<file path="config.mk">
export PLATFORM = sky130hd
export DESIGN_NAME = btsm_ctrl
export DESIGN_NICKNAME = d
export VERILOG_FILES = /design/src/design/btsm_pkg.sv /design/src/design/btsm_ctrl.sv
export SDC_FILE = /design/constraint.sdc
export NUM_CORES = 1
export LEC_CHECK = 0
export ABC_AREA = 1
export BUFFER_PORTS_ARGS = -buffer_cell sky130_fd_sc_hd__buf_2
export CAP_MARGIN = 30
export CORE_AREA = 5 5 42 44
export DETAILED_ROUTE_END_ITERATION = 7
export DIE_AREA = 0 0 47 49
export PLACE_DENSITY_LB_ADDON = 0.2
export RECOVER_POWER = 25
export SYNTH_ARGS = -nofsm -noshare
export SYNTH_HDL_FRONTEND = slang
export SYNTH_SLANG_ARGS = --single-unit
</file>
<file path="constraint.sdc">
create_clock -name clk -period 1.2 [get_ports clk]
set_clock_uncertainty 0.05 [all_clocks]
set_input_delay 0.18 -clock clk [delete_from_list [all_inputs] [get_ports clk]]
set_output_delay 0.18 -clock clk [all_outputs]
set_load 0.1 [all_outputs]
</file>
<file path="src/design/btsm_pkg.sv">
package btsm_pkg;

  localparam int NUM_SLOTS_DEF = 64;
  localparam int SLOT_W       = 6;
  localparam int IDX_W        = SLOT_W + 1;
  localparam int PAGE_W       = 52;
  localparam int PID_W        = 14;
  localparam int CNT_W        = 16;
  localparam logic [SLOT_W-1:0] LW_RESET = SLOT_W'(7);

  typedef enum logic [1:0] {
    REQ_BOLT    = 2'd0,
    REQ_UNBOLT  = 2'd1,
    REQ_FLUSH   = 2'd2,
    REQ_COMPACT = 2'd3
  } req_t;

  typedef enum logic [2:0] {
    ST_NEW       = 3'd0,
    ST_ADDED     = 3'd1,
    ST_NO_SPACE  = 3'd2,
    ST_NOT_FOUND = 3'd3,
    ST_HELD      = 3'd4,
    ST_RELEASED  = 3'd5,
    ST_MOVE      = 3'd6,
    ST_DONE      = 3'd7
  } status_t;

  typedef enum logic [2:0] {
    S_IDLE,
    S_SCAN,
    S_CDRY,
    S_CRUN,
    S_CWR,
    S_CDONE
  } state_t;

  typedef struct packed {
    logic [PAGE_W-1:0] page;
    logic [PID_W-1:0]  pid;
    logic              space;
    logic [CNT_W-1:0]  cnt;
  } ent_t;

  typedef struct packed {
    logic load;
    logic scan;
    logic cstep;
    logic dry;
    logic move;
    logic done;
  } cmd_t;

  typedef struct packed {
    logic scan_fin;
    logic c_end;
    logic c_move;
    logic out_free;
  } sts_t;

endpackage

</file>
<file path="src/design/btsm_ctrl.sv">
module btsm_ctrl (
  input  logic                clk,
  input  logic                rst_n,
  input  logic                in_valid,
  input  logic [1:0]          in_req_type,
  output logic                in_ready,
  input  btsm_pkg::sts_t      sts,
  output btsm_pkg::cmd_t      cmd
);

  btsm_pkg::state_t state_r, state_nxt;

  always_ff @(posedge clk) begin
    if (!rst_n) begin
      state_r <= btsm_pkg::S_IDLE;
    end else begin
      state_r <= state_nxt;
    end
  end

  always_comb begin
    state_nxt = state_r;
    unique case (state_r)
      btsm_pkg::S_IDLE: begin
        if (in_valid) begin
          if (btsm_pkg::req_t'(in_req_type) == btsm_pkg::REQ_COMPACT) begin
            state_nxt = btsm_pkg::S_CDRY;
          end else begin
            state_nxt = btsm_pkg::S_SCAN;
          end
        end
      end
      btsm_pkg::S_SCAN: begin
        if (sts.scan_fin) state_nxt = btsm_pkg::S_IDLE;
      end
      btsm_pkg::S_CDRY: begin
        if (sts.c_end) state_nxt = btsm_pkg::S_CRUN;
      end
      btsm_pkg::S_CRUN: begin
        if (sts.c_end) begin
          state_nxt = btsm_pkg::S_CDONE;
        end else if (sts.c_move) begin
          state_nxt = btsm_pkg::S_CWR;
        end
      end
      btsm_pkg::S_CWR: begin
        if (sts.out_free) state_nxt = btsm_pkg::S_CRUN;
      end
      btsm_pkg::S_CDONE: begin
        if (sts.out_free) state_nxt = btsm_pkg::S_IDLE;
      end
      default: state_nxt = btsm_pkg::S_IDLE;
    endcase
  end

  always_comb begin
    in_ready  = (state_r == btsm_pkg::S_IDLE);
    cmd       = '0;
    cmd.load  = (state_r == btsm_pkg::S_IDLE) && in_valid;
    cmd.scan  = (state_r == btsm_pkg::S_SCAN);
    cmd.cstep = (state_r == btsm_pkg::S_CDRY) || (state_r == btsm_pkg::S_CRUN);
    cmd.dry   = (state_r == btsm_pkg::S_CDRY);
    cmd.move  = (state_r == btsm_pkg::S_CWR);
    cmd.done  = (state_r == btsm_pkg::S_CDONE);
  end

endmodule

</file>
==> results.sh, run 1 <==
export IMPL_insertion_delay_ns=0.23
export IMPL_drive_gt1_share_pct=68.0
export IMPL_postLayoutCoreUtil_pct=50.2
export IMPL_grt_pass1_vias=411
export IMPL_hold_ws_ns=0.165
export IMPL_gr_total_overflow=0
export IMPL_ff2ff_setup_slack_ns=-0.05
export IMPL_combinationalPowerShare_pct=74.7
export IMPL_port_buffer_count=15
export IMPL_postLayoutSetupSlackWorst_ns=-0.162
export IMPL_die_x_microns=47
export IMPL_fin_crit_ns=1.36
export IMPL_grt_max_degree=10
export IMPL_drtIter0Drc=4
export IMPL_clock_sinks=3
export IMPL_dp_hpwl_microns=730
export IMPL_antenna_found_initial=0
export IMPL_rsz0062_at_grt="yes"
export IMPL_cp_start_kind="flip-flop"
export IMPL_p_clk_share_pct=13.6
export IMPL_critical_path_startpoint="state_r[1]"
export IMPL_ys_warn_count=0
export IMPL_synth_nets=56
export IMPL_critPathCapture="cmd[4]"
export IMPL_final_antenna_net_count=0
export IMPL_ys_ff_latch=3
export IMPL_htree_levels=1
export IMPL_cts_root_buf="clkbuf_4"
export IMPL_reg_largest_list="state_r x3"
export IMPL_worstPathArrival_ns=1.13
export IMPL_reg2reg_to="state_r[0]"
export IMPL_clkSlewWorstSetupHoldPaths_ns=0.03
export IMPL_worstSetupPathType="flip-flop to output pin"
export IMPL_setup_violations_final=10
export IMPL_numCtsBuffers=3
export IMPL_cp_required_ns=0.97
export IMPL_track_usage_pct=9.99
export IMPL_fin_nets=85
export IMPL_grt_first_pass_wirelength_mm=1.62
export IMPL_io_pins=16
export IMPL_via_per_inst=4.19
export IMPL_num_vias=381
export IMPL_violations="negative setup slack"
export IMPL_max_freq_mhz=734
export IMPL_worstMarginPinSlew_ns=0.174
export IMPL_fin_setup_tns_ns=-1.07
export IMPL_n_antenna_cell=0
export IMPL_instances_no_fill=91
export IMPL_slew_headroom_pct=88.4
export IMPL_synthCells=47
export IMPL_ys_seq_area_share_pct=23.3
export IMPL_fp_dieArea_sq_um=2300
export IMPL_rr_startpoint="state_r[0]"
export IMPL_core_area_sq_um=1400
export IMPL_total_power_mw=1.28
export IMPL_r2r_cells=9
export IMPL_status="finished, violations left"
export IMPL_seqPwrFrac_pct=11.6
export IMPL_hp_class="input port to flip-flop"
export IMPL_p_per_area_nw_per_um2=1820
export IMPL_p_leak_nw=0.305
export IMPL_p_int_mw=0.623
export IMPL_hold_viol=0
export IMPL_wire_per_inst_microns=9.60
export IMPL_synth_area_per_cell_sq_um=5.48
export IMPL_top_register="state_r"
export IMPL_slew_viol_final=0
export IMPL_p_sw_mw=0.655
export IMPL_crit_path_max_fanout=4
export IMPL_ys_types=14
export IMPL_die_h_microns=49
export IMPL_cap_violations=0
export IMPL_fillers=150
export IMPL_synth_area_sq_um=258
export IMPL_place_congestion=0.750
export IMPL_ir_worst_vdd_v=0.00125
export IMPL_largest_reg_flops=3
export IMPL_p_sw_share_pct=51.2
export IMPL_wirelength_microns=874
export IMPL_tritoncts="done"
export IMPL_drt_first_pass_iters=4
export IMPL_drc_errors=0
export IMPL_num_rows=14
export IMPL_clockBufferDepth=2
export IMPL_area_delta_synth_final_pct=173
export IMPL_fin_crit_sh_pct=113
export IMPL_place_inst=83
export IMPL_start_util_pct=18.4
export IMPL_end_kind="output pin"
==> how the worst min path moves through the flow <==
| stage | endpoint | start | slack [ns] | cells after the start |
|---|---|---|---|---|
| floorplan | state_r[0] | rst_n | 0.28 | 2 |
| global placement | state_r[0] | rst_n | 0.40 | 3 |
| detailed placement | state_r[0] | rst_n | 0.39 | 3 |
| CTS | state_r[0] | rst_n | 0.16 | 3 |
| global route | state_r[0] | rst_n | 0.18 | 3 |
| finish | state_r[0] | rst_n | 0.16 | 3 |
==> routing by layer <==
layer | part of all wire [%] | track usage (%) | up-vias
met5 | 0 | 0 | -
met4 | 2.5 | 8.29 | 0
met3 | 5.8 | 2.58 | 3
met2 | 53 | 14.7 | 14
met1 | 38 | 11.4 | 163
li1 | - | - | 201
==> critical path: stages (launching register included) <==
cell and delay [ns]:
dfxtp_4 0.36, buf_6 0.13, nor3_4 0.21, buf_12 0.20
==> final cells by class <==
class	instances	area, sq um	area share, %
clock buffers	4	26.3	3.74
well taps	16	20.0	2.85
flip-flops and latches	3	71.3	10.1
repair buffers	24	275	39.1
inverters	8	53.8	7.65
multi-input cells	36	256	36.5
==> cell usage after synthesis <==
| master | instances | area share (%) |
|---|---|---|
| nor3_1 | 2 | 3.9 |
| o21ai_0 | 2 | 3.9 |
| a21oi_2 | 1 | 3.4 |
| dfxtp_1 | 3 | 23 |
| nand3_1 | 4 | 7.8 |
| nand2_2 | 1 | 2.4 |
| inv_1 | 6 | 8.7 |
| nand3_2 | 1 | 3.9 |
| nand2_1 | 13 | 19 |
| inv_2 | 2 | 2.9 |
| a21oi_1 | 2 | 3.9 |
| o21ai_1 | 1 | 1.9 |
| nor2_1 | 7 | 10 |
| nor2_2 | 2 | 4.9 |
==> power groups by stage <==
stage	Sequential (mW)	Clock [mW]	Combinational [mW]
6_report	0.149	0.174	0.955
5_1_grt	0.150	0.185	1.01
4_1_cts	0.147	0.182	0.924
3_5_place_dp	0.142	0	0.847
3_3_place_gp	0.141	0	0.844
2_1_floorplan	0.162	0	0.536
==> layout by cell type (no fill, tap or decap), drive strengths merged <==
cell type,count
o21ai,3
buf,24
a21oi,3
nand3,5
nor2,9
clkinv,1
clkinvlp,1
dfxtp,3
inv,6
clkbuf,4
nor3,2
nand2,14
==> kinds of logic after synthesis <==
family                 count (synthesis)  share of synthesized area [%]
flip-flops                             3                           23.3
buffers and inverters                  8                           11.7
AO/OA/AOI/OAI                          6                           13.1
AND/OR/NAND/NOR                       30                           51.9
==> what timing repair did <==
| item | CTS | global route |
|---|---|---|
| setup buffers | 3 | 1 |
| resized for setup | 12 | 6 |
| hold buffers | 0 | 0 |
| pin swaps | 4 | 6 |
| endpoints found under the setup margin | 8 | 10 |
==> metrics by stage <==
step                area, sq um  setup WS, ns
detailed placement          588       -0.0483
floorplan                   338        -0.316
global route                703        -0.208
CTS                         672        -0.183
global placement            588       0.00276
finish                      703        -0.162
Power figures use the tool's default switching activity.
==> inputs of run 2 (changes only) <==
--- a/config.mk
+++ b/config.mk
@@ -13,6 +13,7 @@
 export DIE_AREA = 0 0 47 49
 export PLACE_DENSITY_LB_ADDON = 0.2
 export RECOVER_POWER = 25
+export SKIP_CTS_REPAIR_TIMING = 1
 export SYNTH_ARGS = -nofsm -noshare
 export SYNTH_HDL_FRONTEND = slang
 export SYNTH_SLANG_ARGS = --single-unit
==> run 2 against run 1 <==
The run still ends with negative setup slack left. Clock power barely moved. Critical path depth is 1 higher. Combinational power fell by 2.4%. Sequential cell count unchanged. Worst hold slack better by 0.012 ns. Wire length is 2.1% higher. Die area is the same. Design area is 2.8% lower. First-iteration DRC count is 25% lower. Sequential share of layout area up 0.30 points. Critical path type unchanged. Critical endpoint unchanged. Largest power group unchanged.
==> results.sh, run 2 (synthesis gave the netlist of run 1 again) <==
export IMPL_status="finished, violations left"
export IMPL_violations="negative setup slack"
export IMPL_cp_start_kind="flip-flop"
export IMPL_combinationalPowerShare_pct=74.3
export IMPL_numCtsBuffers=3
export IMPL_track_usage_pct=9.01
export IMPL_top_register="state_r"
export IMPL_clockBufferDepth=2
export IMPL_wire_per_inst_microns=9.91
export IMPL_fin_crit_ns=1.38
export IMPL_slew_viol_final=0
export IMPL_drtIter0Drc=3
export IMPL_ir_worst_vdd_v=0.00124
export IMPL_wl_met1_microns=345
export IMPL_p_clk_share_pct=14.1
export IMPL_reg_largest_list="state_r x3"
export IMPL_drt_first_pass_iters=4
export IMPL_cp_required_ns=0.97
export IMPL_worstPathArrival_ns=1.15
export IMPL_clock_sinks=3
export IMPL_tritoncts="done"
export IMPL_crit_path_max_fanout=5
export IMPL_p_int_mw=0.599
export IMPL_final_antenna_net_count=0
export IMPL_gr_total_overflow=0
export IMPL_drive_gt1_share_pct=73.0
export IMPL_routed_top_layer="met4"
export IMPL_dp_hpwl_microns=730
export IMPL_insertion_delay_ns=0.23
export IMPL_p_sw_mw=0.656
export IMPL_setup_violations_final=10
export IMPL_antenna_found_initial=0
export IMPL_crit_chain="buf_12 -> inv_8 -> nor3_4 -> buf_12"
export IMPL_die_h_microns=49
export IMPL_grt_first_pass_wirelength_mm=1.43
export IMPL_slowest_stage="dfxtp_4"
export IMPL_cap_violations=0
export IMPL_clkSlewWorstSetupHoldPaths_ns=0.04
export IMPL_final_cell_mix="8 x buf_2, 8 x buf_12, 7 x nand2_2, 7 x buf_4"
export IMPL_total_power_mw=1.25
export IMPL_p_sw_share_pct=52.3
export IMPL_grt_max_degree=10
export IMPL_port_buffer_count=15
export IMPL_slew_headroom_pct=86.0
export IMPL_cts_root_buf="clkbuf_4"
export IMPL_fin_crit_sh_pct=115
export IMPL_fp_dieArea_sq_um=2300
export IMPL_start_util_pct=18.4
export IMPL_postLayoutSetupSlackWorst_ns=-0.179
export IMPL_end_kind="output pin"
export IMPL_p_per_area_nw_per_um2=1840
export IMPL_via_per_inst=4.14
export IMPL_num_vias=373
export IMPL_max_freq_mhz=725
export IMPL_instances_no_fill=90
export IMPL_hold_viol=0
export IMPL_num_rows=14
export IMPL_htree_levels=1
export IMPL_worstMarginPinSlew_ns=0.209
export IMPL_area_delta_synth_final_pct=165
export IMPL_largest_reg_flops=3
export IMPL_die_x_microns=47
export IMPL_n_antenna_cell=0
export IMPL_slowest_delay_ns=0.36
export IMPL_crit_top_cell="buf_12"
export IMPL_worstSetupPathType="flip-flop to output pin"
export IMPL_place_inst=83
export IMPL_seqPwrFrac_pct=11.6
export IMPL_grt_pass1_vias=367
export IMPL_dr_wl_met2_microns=478
export IMPL_met3_length_microns=46
export IMPL_rsz0062_at_grt="yes"
export IMPL_place_congestion=0.750
export IMPL_hp_class="input port to flip-flop"
export IMPL_fin_nets=84
export IMPL_drc_errors=0
export IMPL_core_area_sq_um=1400
export IMPL_wirelength_microns=892
export IMPL_p_leak_nw=0.299
export IMPL_io_pins=16
-- run 2: changes by cell type in the layout (fill, tap and decap cells not counted), moves of 2 or more --
cell | before | now
buf_6 | 2 | 0
nand2_1 | 9 | 6
buf_4 | 5 | 7
nand2_2 | 3 | 7
-- run 2: path summary, 6_finish.rpt --
path         depth (start not counted)  slack [ns]          to       start
max                                  4       -0.18      cmd[4]  state_r[0]
min                                  3        0.18  state_r[0]       rst_n
max reg2reg                          8       -0.07  state_r[1]  state_r[0]
min reg2reg                          3        0.62  state_r[2]  state_r[1]
-- run 2: metal layers --
layer,up-vias,track usage (%)
li1,202,-
met1,156,9.65
met3,3,2.58
met5,-,0
met4,0,8.29
met2,12,13.3
-- run 2: critical path, delay by kind of cell, from the launching register on --
family / cells / cell delay (ns)
simple gates: 1 / 0.20
buf+inv: 3 / 0.35
flops: 1 / 0.36
-- run 2: stage by stage --
stage / utilization, % / setup TNS (ns) / hold WS (ns) / worst slack (ns) / instance area, sq um
final: 48.8 / -1.17 / 0.177 / -0.179 / 683
after global routing: 48.8 / -1.66 / 0.193 / -0.225 / 683
after CTS: 43.8 / -1.31 / 0.146 / -0.257 / 614
after detailed placement: 42.0 / -0.0554 / 0.389 / -0.0483 / 588
after global placement: 42.0 / 0 / 0.396 / 0.00276 / 588
after floorplan: - / -1.81 / 0.278 / -0.316 / 338
-- run 2: cell type report --
type                    count  area, sq um
well taps                  16         20.0
fillers                   152          718
inverters                   8         48.8
clock buffers               4         26.3
flip-flops and latches      3         71.3
multi-input cells          36          264
repair buffers             23          253
-- run 2: power by group through the flow --
stage | registers (mW) | logic (mW) | clock network (mW)
floorplan | 0.162 | 0.536 | 0
global placement | 0.141 | 0.844 | 0
detailed placement | 0.142 | 0.847 | 0
CTS | 0.140 | 0.847 | 0.182
global route | 0.149 | 0.978 | 0.185
finish | 0.146 | 0.932 | 0.177
